File: src/sv/fbpa_pkg.sv
// Shared types, field widths and codes of the fixed block pool allocator.
package fbpa_pkg;

    // Field widths of the request, response and configuration registers.
    localparam int unsigned ADDR_BITS   = 32;
    localparam int unsigned BYTES_W     = 17;
    localparam int unsigned POOL_W      = 9;
    localparam int unsigned IDX_OUT_W   = 8;
    localparam int unsigned STATUS_W    = 2;
    localparam int unsigned CFG_IDX_W   = 2;
    localparam int unsigned CFG_DATA_W  = 32;

    // Default pool capacity of the block memory.
    localparam int unsigned DEF_MAX_BLOCKS = 256;

    // Register values after reset.
    localparam logic [BYTES_W-1:0]   BLOCK_BYTES_RST = BYTES_W'(64);
    localparam logic [POOL_W-1:0]    POOL_BLOCKS_RST = POOL_W'(256);
    localparam logic [ADDR_BITS-1:0] POOL_BASE_RST   = '0;

    // Configuration register indexes.
    localparam logic [CFG_IDX_W-1:0] CFG_BLOCK_BYTES = CFG_IDX_W'(0);
    localparam logic [CFG_IDX_W-1:0] CFG_POOL_BLOCKS = CFG_IDX_W'(1);
    localparam logic [CFG_IDX_W-1:0] CFG_POOL_BASE   = CFG_IDX_W'(2);

    typedef enum logic {
        REQ_ALLOC = 1'b0,
        REQ_FREE  = 1'b1
    } t_req_type;

    typedef enum logic [STATUS_W-1:0] {
        STAT_OK        = 2'd0,
        STAT_EMPTY     = 2'd1,
        STAT_TOO_LARGE = 2'd2,
        STAT_BAD_INDEX = 2'd3
    } t_status;

    typedef enum logic {
        ST_IDLE = 1'b0,
        ST_EXEC = 1'b1
    } t_ctrl_state;

    // Commands from the controller to the datapath.
    typedef struct packed {
        logic capture;  // latch the request and launch the memory read
        logic commit;   // update the list and load the response register
    } t_ctrl_cmd;

endpackage

File: src/sv/fbpa_ifs.sv
// Valid/ready channel interfaces for allocator requests and responses.
interface fbpa_req_if;
    import fbpa_pkg::*;

    logic                 valid;
    logic                 ready;
    logic                 req_type;
    logic [BYTES_W-1:0]   request_bytes;
    logic [IDX_OUT_W-1:0] freed_index;

    modport source (output valid, output req_type, output request_bytes,
                    output freed_index, input ready);
    modport sink   (input valid, input req_type, input request_bytes,
                    input freed_index, output ready);
endinterface

interface fbpa_rsp_if;
    import fbpa_pkg::*;

    logic                 valid;
    logic                 ready;
    logic [STATUS_W-1:0]  status;
    logic [IDX_OUT_W-1:0] given_index;
    logic [ADDR_BITS-1:0] given_address;
    logic [POOL_W-1:0]    blocks_free;

    modport source (output valid, output status, output given_index,
                    output given_address, output blocks_free, input ready);
    modport sink   (input valid, input status, input given_index,
                    input given_address, input blocks_free, output ready);
endinterface

File: src/sv/fbpa_ctrl.sv
// Request sequencing state machine and response valid flag of the allocator.
module fbpa_ctrl (
    input  logic                i_clk,
    input  logic                i_rst_n,
    input  logic                i_in_valid,
    output logic                o_in_ready,
    input  logic                i_out_ready,
    output logic                o_out_valid,
    output fbpa_pkg::t_ctrl_cmd o_cmd
);
    import fbpa_pkg::*;

    t_ctrl_state r_state;
    t_ctrl_state n_state;
    logic        r_out_valid;
    logic        n_out_valid;
    logic        slot_free;

    // The response register can take a new result when empty or being drained.
    assign slot_free = !r_out_valid || i_out_ready;

    always_comb begin
        n_state = r_state;
        case (r_state)
            ST_IDLE: begin
                if (i_in_valid) begin
                    n_state = ST_EXEC;
                end
            end
            ST_EXEC: begin
                if (slot_free) begin
                    n_state = ST_IDLE;
                end
            end
            default: begin
                n_state = ST_IDLE;
            end
        endcase
    end

    always_comb begin
        o_in_ready    = 1'b0;
        o_cmd.capture = 1'b0;
        o_cmd.commit  = 1'b0;
        case (r_state)
            ST_IDLE: begin
                o_in_ready    = 1'b1;
                o_cmd.capture = i_in_valid;
            end
            ST_EXEC: begin
                o_cmd.commit = slot_free;
            end
            default: begin
                o_in_ready = 1'b0;
            end
        endcase
    end

    always_comb begin
        n_out_valid = r_out_valid;
        if (o_cmd.commit) begin
            n_out_valid = 1'b1;
        end else if (i_out_ready) begin
            n_out_valid = 1'b0;
        end
    end

    always_ff @(posedge i_clk) begin
        if (!i_rst_n) begin
            r_state     <= ST_IDLE;
            r_out_valid <= 1'b0;
        end else begin
            r_state     <= n_state;
            r_out_valid <= n_out_valid;
        end
    end

    assign o_out_valid = r_out_valid;

endmodule

File: src/sv/fbpa_datapath.sv
// Free list memory, list registers, configuration and response registers.
module fbpa_datapath #(
    parameter int unsigned MAX_BLOCKS = fbpa_pkg::DEF_MAX_BLOCKS
) (
    input  logic                                i_clk,
    input  logic                                i_rst_n,
    input  fbpa_pkg::t_ctrl_cmd                 i_cmd,
    input  logic                                i_req_type,
    input  logic [fbpa_pkg::BYTES_W-1:0]        i_request_bytes,
    input  logic [fbpa_pkg::IDX_OUT_W-1:0]      i_freed_index,
    input  logic                                i_cfg_we,
    input  logic [fbpa_pkg::CFG_IDX_W-1:0]      i_cfg_index,
    input  logic [fbpa_pkg::CFG_DATA_W-1:0]     i_cfg_data,
    output logic [fbpa_pkg::STATUS_W-1:0]       o_status,
    output logic [fbpa_pkg::IDX_OUT_W-1:0]      o_given_index,
    output logic [fbpa_pkg::ADDR_BITS-1:0]      o_given_address,
    output logic [fbpa_pkg::POOL_W-1:0]         o_blocks_free
);
    import fbpa_pkg::*;

    localparam int unsigned IDX_W  = $clog2(MAX_BLOCKS);
    localparam int unsigned CNT_W  = $clog2(MAX_BLOCKS + 1);
    localparam int unsigned MEM_W  = IDX_W + 1;
    localparam int unsigned PROD_W = IDX_W + BYTES_W;

    // Clamp a pool size write into the range one to MAX_BLOCKS.
    function automatic logic [CNT_W-1:0] pool_clamp(input logic [POOL_W-1:0] v);
        logic [CNT_W-1:0] r;
        if (v == '0) begin
            r = CNT_W'(1);
        end else if (32'(v) > 32'(MAX_BLOCKS)) begin
            r = CNT_W'(MAX_BLOCKS);
        end else begin
            r = CNT_W'(v);
        end
        return r;
    endfunction

    // Configuration registers.
    logic [BYTES_W-1:0]   r_block_bytes, n_block_bytes;
    logic [ADDR_BITS-1:0] r_pool_base,   n_pool_base;
    logic [CNT_W-1:0]     r_pool_n,      n_pool_n;

    // Free list state. Blocks below r_fresh have never left the pool since the
    // last rebuild; they form the tail of the list with implicit links i-1.
    logic [IDX_W-1:0]     r_head,     n_head;
    logic [CNT_W-1:0]     r_free_cnt, n_free_cnt;
    logic [CNT_W-1:0]     r_fresh,    n_fresh;

    // Captured request.
    t_req_type            r_req_type;
    logic [BYTES_W-1:0]   r_req_bytes;
    logic [IDX_OUT_W-1:0] r_req_idx;

    // Link memory: in-use flag above the next link of each block.
    logic [MEM_W-1:0]     r_mem [MAX_BLOCKS];
    logic [MEM_W-1:0]     r_rd_data;
    logic [IDX_W-1:0]     rd_addr;
    logic                 mem_we;
    logic [IDX_W-1:0]     mem_waddr;
    logic [MEM_W-1:0]     mem_wdata;

    // Response registers.
    t_status              r_out_status, n_out_status;
    logic [IDX_OUT_W-1:0] r_out_index,  n_out_index;
    logic [ADDR_BITS-1:0] r_out_addr,   n_out_addr;
    logic [POOL_W-1:0]    r_out_free;

    logic [PROD_W-1:0]    prod;
    logic [IDX_W-1:0]     free_idx;
    logic                 head_fresh;
    logic                 idx_fresh;
    logic                 in_use;
    logic                 rebuild;
    logic [CNT_W-1:0]     rb_n;

    assign free_idx   = IDX_W'(r_req_idx);
    assign head_fresh = CNT_W'(r_head) < r_fresh;
    assign idx_fresh  = CNT_W'(free_idx) < r_fresh;
    assign in_use     = !idx_fresh && r_rd_data[IDX_W];
    assign prod       = {{BYTES_W{1'b0}}, r_head} * {{IDX_W{1'b0}}, r_block_bytes};

    assign rd_addr = (t_req_type'(i_req_type) == REQ_ALLOC) ? r_head
                                                            : IDX_W'(i_freed_index);

    always_comb begin
        n_block_bytes = r_block_bytes;
        n_pool_base   = r_pool_base;
        n_pool_n      = r_pool_n;
        n_head        = r_head;
        n_free_cnt    = r_free_cnt;
        n_fresh       = r_fresh;
        n_out_status  = STAT_OK;
        n_out_index   = '0;
        n_out_addr    = '0;
        mem_we        = 1'b0;
        mem_waddr     = r_head;
        mem_wdata     = '0;
        rebuild       = 1'b0;
        rb_n          = r_pool_n;

        if (i_cmd.commit) begin
            if (r_req_type == REQ_ALLOC) begin
                if (r_req_bytes > r_block_bytes) begin
                    n_out_status = STAT_TOO_LARGE;
                end else if (r_free_cnt == '0) begin
                    n_out_status = STAT_EMPTY;
                end else begin
                    n_out_index = IDX_OUT_W'(r_head);
                    n_out_addr  = r_pool_base + ADDR_BITS'(prod);
                    n_free_cnt  = r_free_cnt - CNT_W'(1);
                    mem_we      = 1'b1;
                    mem_waddr   = r_head;
                    mem_wdata   = {1'b1, {IDX_W{1'b0}}};
                    if (head_fresh) begin
                        n_fresh = r_fresh - CNT_W'(1);
                        n_head  = (r_head == '0) ? '0 : r_head - IDX_W'(1);
                    end else begin
                        n_head = r_rd_data[IDX_W-1:0];
                    end
                end
            end else begin
                if (32'(r_req_idx) >= 32'(r_pool_n) || !in_use) begin
                    n_out_status = STAT_BAD_INDEX;
                end else begin
                    mem_we     = 1'b1;
                    mem_waddr  = free_idx;
                    mem_wdata  = {1'b0, r_head};
                    n_head     = free_idx;
                    n_free_cnt = r_free_cnt + CNT_W'(1);
                end
            end
        end

        if (i_cfg_we) begin
            case (i_cfg_index)
                CFG_BLOCK_BYTES: begin
                    n_block_bytes = i_cfg_data[BYTES_W-1:0];
                    rebuild       = 1'b1;
                end
                CFG_POOL_BLOCKS: begin
                    rb_n    = pool_clamp(i_cfg_data[POOL_W-1:0]);
                    rebuild = 1'b1;
                end
                CFG_POOL_BASE: begin
                    n_pool_base = i_cfg_data[ADDR_BITS-1:0];
                    rebuild     = 1'b1;
                end
                default: begin
                    rebuild = 1'b0;
                end
            endcase
        end

        if (rebuild) begin
            n_pool_n   = rb_n;
            n_head     = IDX_W'(rb_n - CNT_W'(1));
            n_free_cnt = rb_n;
            n_fresh    = rb_n;
        end
    end

    always_ff @(posedge i_clk) begin
        if (!i_rst_n) begin
            r_block_bytes <= BLOCK_BYTES_RST;
            r_pool_base   <= POOL_BASE_RST;
            r_pool_n      <= pool_clamp(POOL_BLOCKS_RST);
            r_head        <= IDX_W'(pool_clamp(POOL_BLOCKS_RST) - CNT_W'(1));
            r_free_cnt    <= pool_clamp(POOL_BLOCKS_RST);
            r_fresh       <= pool_clamp(POOL_BLOCKS_RST);
        end else begin
            r_block_bytes <= n_block_bytes;
            r_pool_base   <= n_pool_base;
            r_pool_n      <= n_pool_n;
            r_head        <= n_head;
            r_free_cnt    <= n_free_cnt;
            r_fresh       <= n_fresh;
        end
    end

    always_ff @(posedge i_clk) begin
        if (i_cmd.capture) begin
            r_req_type  <= t_req_type'(i_req_type);
            r_req_bytes <= i_request_bytes;
            r_req_idx   <= i_freed_index;
        end
        if (i_cmd.commit) begin
            r_out_status <= n_out_status;
            r_out_index  <= n_out_index;
            r_out_addr   <= n_out_addr;
            r_out_free   <= POOL_W'(n_free_cnt);
        end
    end

    always_ff @(posedge i_clk) begin
        if (mem_we) begin
            r_mem[mem_waddr] <= mem_wdata;
        end
        if (i_cmd.capture) begin
            r_rd_data <= r_mem[rd_addr];
        end
    end

    assign o_status        = r_out_status;
    assign o_given_index   = r_out_index;
    assign o_given_address = r_out_addr;
    assign o_blocks_free   = r_out_free;

endmodule

File: src/sv/fixed_block_pool_allocator_core.sv
// Top level of the fixed block pool allocator: controller plus datapath.
//
//  Channel   Direction  Handshake          Payload
//  i_req     in         valid / ready      req_type, request_bytes, freed_index
//  o_rsp     out        valid / ready      status, given_index, given_address,
//                                          blocks_free
//  i_cfg_*   in         write enable only  i_cfg_index, i_cfg_data
//
//  In each request transaction, acceptance in ST_IDLE launches the read of
//  the head's (or the freed block's) link word; then ST_EXEC, once the
//  response register can take a result, updates the list and loads that
//  register from the registered read data. After reset the pool is ready at
//  once; no memory clearing pass is needed, because a count of never-allocated
//  blocks stands in for the initial chain. A response waiting in the output
//  register stalls only the ST_EXEC step of the next transaction, not acceptance.
module fixed_block_pool_allocator_core #(
    parameter int unsigned MAX_BLOCKS = fbpa_pkg::DEF_MAX_BLOCKS
) (
    input  logic                            i_clk,
    input  logic                            i_rst_n,
    fbpa_req_if.sink                        i_req,
    fbpa_rsp_if.source                      o_rsp,
    input  logic                            i_cfg_we,
    input  logic [fbpa_pkg::CFG_IDX_W-1:0]  i_cfg_index,
    input  logic [fbpa_pkg::CFG_DATA_W-1:0] i_cfg_data
);
    import fbpa_pkg::*;

    t_ctrl_cmd cmd;

    // The controller decides when a request is taken and when its result is
    // written to the response register; it never looks at the payload.
    fbpa_ctrl u_ctrl (
        .i_clk       (i_clk),
        .i_rst_n     (i_rst_n),
        .i_in_valid  (i_req.valid),
        .o_in_ready  (i_req.ready),
        .i_out_ready (o_rsp.ready),
        .o_out_valid (o_rsp.valid),
        .o_cmd       (cmd)
    );

    // The datapath holds the link memory, the head, the free count and the
    // configuration, and computes the allocated address with one multiply-add.
    fbpa_datapath #(
        .MAX_BLOCKS (MAX_BLOCKS)
    ) u_datapath (
        .i_clk           (i_clk),
        .i_rst_n         (i_rst_n),
        .i_cmd           (cmd),
        .i_req_type      (i_req.req_type),
        .i_request_bytes (i_req.request_bytes),
        .i_freed_index   (i_req.freed_index),
        .i_cfg_we        (i_cfg_we),
        .i_cfg_index     (i_cfg_index),
        .i_cfg_data      (i_cfg_data),
        .o_status        (o_rsp.status),
        .o_given_index   (o_rsp.given_index),
        .o_given_address (o_rsp.given_address),
        .o_blocks_free   (o_rsp.blocks_free)
    );

endmodule

File: src/flat_wrapper.sv
// flat-port wrapper written by rule: the top's interface ports become plain ports
module fixed_block_pool_allocator_core_flat import fbpa_pkg::*;
#(
    parameter int unsigned MAX_BLOCKS = fbpa_pkg::DEF_MAX_BLOCKS
)
  (i_clk, i_rst_n, i_cfg_we, i_cfg_index, i_cfg_data, i_req_valid, i_req_req_type, i_req_request_bytes, i_req_freed_index, i_req_ready, o_rsp_valid, o_rsp_status, o_rsp_given_index, o_rsp_given_address, o_rsp_blocks_free, o_rsp_ready);
  fbpa_req_if i_req_i ();
  fbpa_rsp_if o_rsp_i ();
  input  logic i_clk;
  input  logic i_rst_n;
  input  logic i_cfg_we;
  input  logic [fbpa_pkg::CFG_IDX_W-1:0] i_cfg_index;
  input  logic [fbpa_pkg::CFG_DATA_W-1:0] i_cfg_data;
  input wire logic [$bits(i_req_i.valid)-1:0] i_req_valid;
  input wire logic [$bits(i_req_i.req_type)-1:0] i_req_req_type;
  input wire logic [$bits(i_req_i.request_bytes)-1:0] i_req_request_bytes;
  input wire logic [$bits(i_req_i.freed_index)-1:0] i_req_freed_index;
  output wire logic [$bits(i_req_i.ready)-1:0] i_req_ready;
  output wire logic [$bits(o_rsp_i.valid)-1:0] o_rsp_valid;
  output wire logic [$bits(o_rsp_i.status)-1:0] o_rsp_status;
  output wire logic [$bits(o_rsp_i.given_index)-1:0] o_rsp_given_index;
  output wire logic [$bits(o_rsp_i.given_address)-1:0] o_rsp_given_address;
  output wire logic [$bits(o_rsp_i.blocks_free)-1:0] o_rsp_blocks_free;
  input wire logic [$bits(o_rsp_i.ready)-1:0] o_rsp_ready;
  assign i_req_i.valid = i_req_valid;
  assign i_req_i.req_type = i_req_req_type;
  assign i_req_i.request_bytes = i_req_request_bytes;
  assign i_req_i.freed_index = i_req_freed_index;
  assign i_req_ready = i_req_i.ready;
  assign o_rsp_valid = o_rsp_i.valid;
  assign o_rsp_status = o_rsp_i.status;
  assign o_rsp_given_index = o_rsp_i.given_index;
  assign o_rsp_given_address = o_rsp_i.given_address;
  assign o_rsp_blocks_free = o_rsp_i.blocks_free;
  assign o_rsp_i.ready = o_rsp_ready;
  fixed_block_pool_allocator_core #(.MAX_BLOCKS(MAX_BLOCKS)) u_core (.i_clk(i_clk), .i_rst_n(i_rst_n), .i_req(i_req_i), .o_rsp(o_rsp_i), .i_cfg_we(i_cfg_we), .i_cfg_index(i_cfg_index), .i_cfg_data(i_cfg_data));
endmodule
File: config.mk
export PLATFORM = sky130hd
export DESIGN_NAME = fixed_block_pool_allocator_core_flat
export DESIGN_NICKNAME = d
export VERILOG_FILES = /design/src/sv/fbpa_pkg.sv /design/src/sv/fbpa_ifs.sv /design/src/sv/fbpa_ctrl.sv /design/src/sv/fbpa_datapath.sv /design/src/sv/fixed_block_pool_allocator_core.sv /design/src/flat_wrapper.sv
export SDC_FILE = /design/constraint.sdc
export NUM_CORES = 2
export LEC_CHECK = 0
export BUFFER_PORTS_ARGS = -buffer_cell sky130_fd_sc_hd__buf_2
export CAP_MARGIN = 30
export CORE_MARGIN = 1
export CORE_UTILIZATION = 58
export CTS_CLUSTER_DIAMETER = 200
export DETAILED_ROUTE_END_ITERATION = 7
export PLACE_DENSITY_LB_ADDON = 0.08
export SYNTH_ARGS = -nofsm -noshare
export SYNTH_HDL_FRONTEND = slang
export SYNTH_SLANG_ARGS = --single-unit
File: constraint.sdc
create_clock -name i_clk -period 13.6 [get_ports i_clk]
set_input_delay 2.04 -clock i_clk [delete_from_list [all_inputs] [get_ports i_clk]]
set_output_delay 2.04 -clock i_clk [all_outputs]
set_load 0.02 [all_outputs]
Word-level counts from Yosys, hierarchy flattened
Memory sizes are Yosys's and may differ from the RTL's. A register that Yosys moved wholly into a read port is not among the register bits.
Cells that the tools add are included.
{"block": "classes", "n_bitwise": 1, "addsub": 6, "eq_ne": 7, "muxes": 53, "reduce_logical": 19, "mul": 1, "magnitude_cmp": 5}
{"operator": "$mux 9", "n": 20}
{"operator": "$mux 8", "n": 12}
{"operator": "$add 32x25->32", "n": 1}
{"operator": "$mul 8x17->25", "n": 1}
{"operator": "$logic_not 9->1", "n": 2}
{"operator": "$lt 8x9->1", "n": 2}
{"operator": "$sub 9x1->9 const B", "n": 2}
{"operator": "$gt 17x17->1", "n": 1}
{"operator": "$mux 1", "n": 17}
{"operator": "$sub 8x1->8 const B", "n": 2}
{"operator": "$add 9x1->9 const B", "n": 1}
{"operator": "$ge 8x9->1", "n": 1}
{"operator": "$gt 9x9->1 const B", "n": 1}
{"operator": "$logic_not 8->1", "n": 1}
{"operator": "$mux 2", "n": 3}
{"operator": "$ne 3x3->1 const B", "n": 2}
{"operator": "$reduce_bool 2->1", "n": 3}
{"operator": "$reduce_or 3->1", "n": 2}
{"operator": "$reduce_and 5->1", "n": 1}
{"operator": "$ne 2x2->1 const B", "n": 2}
{"operator": "$reduce_and 2->1", "n": 2}
{"operator": "$logic_not 1->1", "n": 3}
{"operator": "$reduce_and 3->1", "n": 1}
{"operator": "$eq 2x1->1 const B", "n": 1}
{"operator": "other kinds (7)", "n": 8}
{"block": "word_totals", "output_inout_bits": 53, "mem_bits_rw": 2304, "memories": 1, "elab_cells": 108, "reg_bits": 163, "in_bits": 65}
{"name": "u_core.u_datapath.r_mem", "depth": 256, "width": 9, "read_ports": 1, "rd_ports_with_merged_regs": 1, "wr": 1, "line_no": "fbpa_datapath.sv:56", "source": "logic [MEM_W-1:0] r_mem [MAX_BLOCKS];"}

Longest topological paths before layout
{"block": "depth", "ltp_word": 10, "mapped_depth": 23, "ltp_nobuf": 20}

By module
A second synthesis with hierarchy kept.
{"block": "hier_totals", "cells_unflattened": 7734, "hier_area_um2": 105406.1}
{"mod": "fbpa_datapath", "n_inst": 1, "area_each_um2": 105296.0, "seq_area_each_um2": 73450.4, "cells_per_inst": 7724}
{"mod": "fbpa_ctrl", "n_inst": 1, "area_each_um2": 110.1, "seq_area_each_um2": 40.0, "cells_per_inst": 10}

Least setup slack after synthesis
No wires, ideal clock.
{"block": "synth_timing", "path_type": "in2reg", "start": "input o_rsp_ready", "end": "memory u_core.u_datapath.r_mem[0][0] in the netlist's numbering (data pin)", "slack_ns": 1.858, "path_buffers": 3, "required_time_ns": 12.207, "setup_ns": 1.393, "path_stages": 9, "arrival_time_ns": 10.349, "cell_sequence": "nand2b_1 nand2_1 inv_1 nand2_1 a2111o_1 clkbuf_1 buf_2 buf_1 nor2_1"}
{"item": "start, declared", "line_no": "flat_wrapper.sv:24", "source": "input wire logic [$bits(o_rsp_i.ready)-1:0] o_rsp_ready;"}
{"item": "end, declared", "line_no": "fbpa_datapath.sv:56"}

Final worst setup path
{"block": "layout_timing", "start": "input i_req_req_type", "end": "register u_core.u_datapath.r_rd_data[5] (read register of u_core.u_datapath.r_mem) (data pin)"}
{"block": "layout_between", "elab_chain_cells": 1}
{"item": "start, declared", "line_no": "flat_wrapper.sv:15", "source": "input wire logic [$bits(i_req_i.req_type)-1:0] i_req_req_type;"}
{"item": "$mux 8", "line_no": "fbpa_datapath.sv:83", "source": "assign rd_addr = (t_req_type'(i_req_type) == REQ_ALLOC) ? r_head"}
{"item": "end, declared", "line_no": "fbpa_datapath.sv:57", "source": "logic [MEM_W-1:0] r_rd_data;"}
No other way between the ends.
A chain may end at the register's enable or synchronous reset.

==> flow_summary.yaml <==
sta:
  finalSetupTns_ps: 0
  finalCriticalPeriod_ps: 6590
  skew_ps: 63.3
  slew_headroom_pct: 17.4
  finalMaxSlewViolations: 0
  rsz0062_at_grt: "false"
  tightest_slew_ps: 1240
  setup_viol: 0
  period_share_pct: 48.4
  fmax_ghz: 0.152
  hold_viol: 0
worst_hold_path:
  hold_class: "reg2reg"
drt:
  drt-initial-drc-count: 8364
  via_count: 61800
  antenna_left: 0
  wl_per_cell_um: 31.7
  drt-total-wl_mm: 297
  vias_per_cell: 6.61
  drc_errors: 0
  first_pass_iters: 7
final_layout:
  final_common_cell: "edfxtp_1"
  finalInstanceArea_um2: 116000
  area_growth_pct: 11.6
  utilization_pct: 65.4
  final_cell_mix: "edfxtp_1, nand2_1, nor2_1"
  finalNetCount: 7066
  drive_gt1_share_pct: 15.7
synth:
  synth_area_leaders: "edfxtp_1, mux4_2, nand2_1, mux2i_1, fa_1"
  synth_edf_count: 2390
  synth_seq_cells: 2476
  synth_cell_types: 81
  syn_nets: 6864
  yosysSeqAreaShare_pct: 71.0
  synthesis.area_um2: 104000
  syn_area_per_cell_um2: 15.7
  yosysWarnings: 0
  yosys_most_used_dff: "edfxtp_1"
  synthCells: 6592
  async_flop_share_pct: 0
  synth_top_area_cell: "edfxtp_1"
  yosysTopAreaCellShare_pct: 69.3
global_routing:
  grt_usage_pct: 33.0
  grt_pass1_wl_mm: 425
  grt_pass1_vias: 59600
  grt_max_degree: 208
  antenna_found_initial: 15
  overflow: 0
clock_network:
  insertion_delay_ps: 890
  tritoncts: "yes"
  cts_buffers: 239
  cts_max_level: 4
  cts.clk_slew.worst_paths_ps: 60
  clockRootBuffer: "clkbuf_16"
  ctsHoldBuffers: 0
  clock-sinks: 2476
  cts_buffer_depth: 3
  cts_setup_buffers: 0
  post_cts_resized: 0
placement:
  portBuffers: 117
  dp_hpwl_mm: 177
  gp_congestion: 0.879
  placed_cell_area_um2: 107000
die:
  start_util_pct: 58.6
  std_cell_rows: 154
  die_h_um: 424
  coreArea_um2: 177000
  dieArea_um2: 180000
  io_pins: 118
  die_w_um: 424
critical_path:
  cp_common_cell: "buf_4"
  cp_data_required_time_ps: 14220
  cp-start-kind: "input port"
  crit_type: "in2reg"
  cp_slowest_cell: "buf_4"
  cp_max_fo: 55
  cp.arrival_ps: 7210
  crit_path_end_kind: "register"
  max_stage_delay_ps: 760
  crit_chain: "buf_2 > mux2_8 > buf_4 > buf_4 > mux4_2 > o32ai_1 > a211oi_1 > nor3_1 > o21ai_0 > and3_1"
power:
  p_int_mw: 12.6
  power_leakage_nw: 42.6
  powerDensity_nw_per_um2: 144
  pwr-share-comb_pct: 9.6
  swShare_pct: 24.2
  clockPowerShare_pct: 40.3
  power_mw: 16.7
  seqPwrFrac_pct: 50.1
  ir_drop_v: 0.000131
  power_switching_mw: 4.04
run:
  maxCapViolCount: 0
status:
  status: "complete, no violations"
-- metal layers --
metal  global-route usage (%)  up-vias  part of all wire (%)
met5                        0        -                 0.024
met4                     12.3       10                   4.1
met3                     8.37      616                    12
met2                     50.1     3746                    46
met1                     46.4    31700                    38
li1                         -    25700                     -
-- cells in the mapped netlist (13+ instances only) --
master,count
nor2_1,471
nand4_1,24
o22ai_1,77
a2111oi_0,42
o21ai_0,109
edfxtp_1,2390
o32ai_1,13
a21oi_1,428
nand2b_1,17
nand2_1,815
ha_1,94
o311ai_0,14
nand3_1,46
buf_4,46
a22oi_1,34
o31ai_1,17
o221ai_1,50
a31oi_1,20
xor2_1,15
fa_1,113
clkbuf_1,188
and2_1,17
inv_1,225
a211oi_1,34
mux4_2,339
dfxtp_1,86
xnor2_1,22
nor4_1,45
or3_1,18
buf_1,32
nor3_1,116
mux2i_1,255
a21o_1,24
buf_2,113
o211ai_1,56
-- layout make-up --
class                           instances  area, um^2
Multi-Input combinational cell       3499       27600
Timing Repair Buffer                  347        2680
Tap cell                             2340        2930
Fill cell                           12200       61200
Inverter                              231         867
Clock inverter                        154        1580
Antenna cell                            5        12.5
Sequential cell                      2476       73500
Clock buffer                          298        6310
-- critical path: cells and delay by family --
| kind | cells | cell delay [ps] |
|---|---|---|
| multiplexers | 2 | 1250 |
| buffers and inverters | 3 | 2050 |
| AND/OR/NAND/NOR | 2 | 840 |
| AO/OA/AOI/OAI | 3 | 890 |
-- worst paths after layout --
path                                                         from                                    end  slack (ps)  depth (start not counted)
worst max-delay path                               i_req_req_type         u_core.u_datapath.r_rd_data[5]        7010                         10
worst max register to register        u_core.u_datapath.r_head[4]  u_core.u_datapath.o_given_address[30]        7020                         19
worst min-delay path            u_core.u_datapath.r_pool_base[23]      u_core.u_datapath.r_pool_base[23]         460                          2
worst min register to register  u_core.u_datapath.r_pool_base[23]      u_core.u_datapath.r_pool_base[23]         460                          2
-- registers in the layout, indices dropped and copies added, names as in the netlist --
register,cells
u_core.u_datapath.r_mem,2304
u_core.u_datapath.o_given_address,32
u_core.u_datapath.r_pool_base,32
u_core.u_datapath.r_block_bytes,17
u_core.u_datapath.r_req_bytes,17
u_core.u_datapath.o_blocks_free,9
u_core.u_datapath.r_free_cnt,9
u_core.u_datapath.r_fresh,9
u_core.u_datapath.r_pool_n,9
u_core.u_datapath.r_rd_data,9
u_core.u_datapath.free_idx,8
u_core.u_datapath.o_given_index,8
u_core.u_datapath.r_head,8
u_core.u_datapath.o_status,2
u_core.u_ctrl.o_out_valid,1
u_core.u_ctrl.r_state,1
u_core.u_datapath.r_req_type,1
-- power groups by stage --
stage | sequential (mW) | clock [mW] | combinational [mW]
after detailed placement | 8.51 | 0 | 1.57
after CTS | 8.35 | 6.75 | 1.58
after floorplan | 8.50 | 0 | 0.974
after global placement | 8.51 | 0 | 1.54
after global routing | 8.35 | 7.04 | 1.68
final | 8.35 | 6.71 | 1.59
-- logic make-up after synthesis --
| kind of cell | synth area share, % |
|---|---|
| fa+ha+maj | 3.32 |
| buf+inv | 2.59 |
| xor+xnor | 0.313 |
| simple gates | 6.65 |
| flops | 71.0 |
| mux | 9.91 |
| compound gates | 6.21 |
-- stage by stage --
step	worst slack [ps]	cells	hold slack [ps]
after floorplan	1860	6592	436
after global placement	5450	8810	444
after detailed placement	6200	8880	447
after CTS	7090	9332	455
after global routing	6760	9345	468
final	7010	9350	456
(Power assumes the default switching activity.)
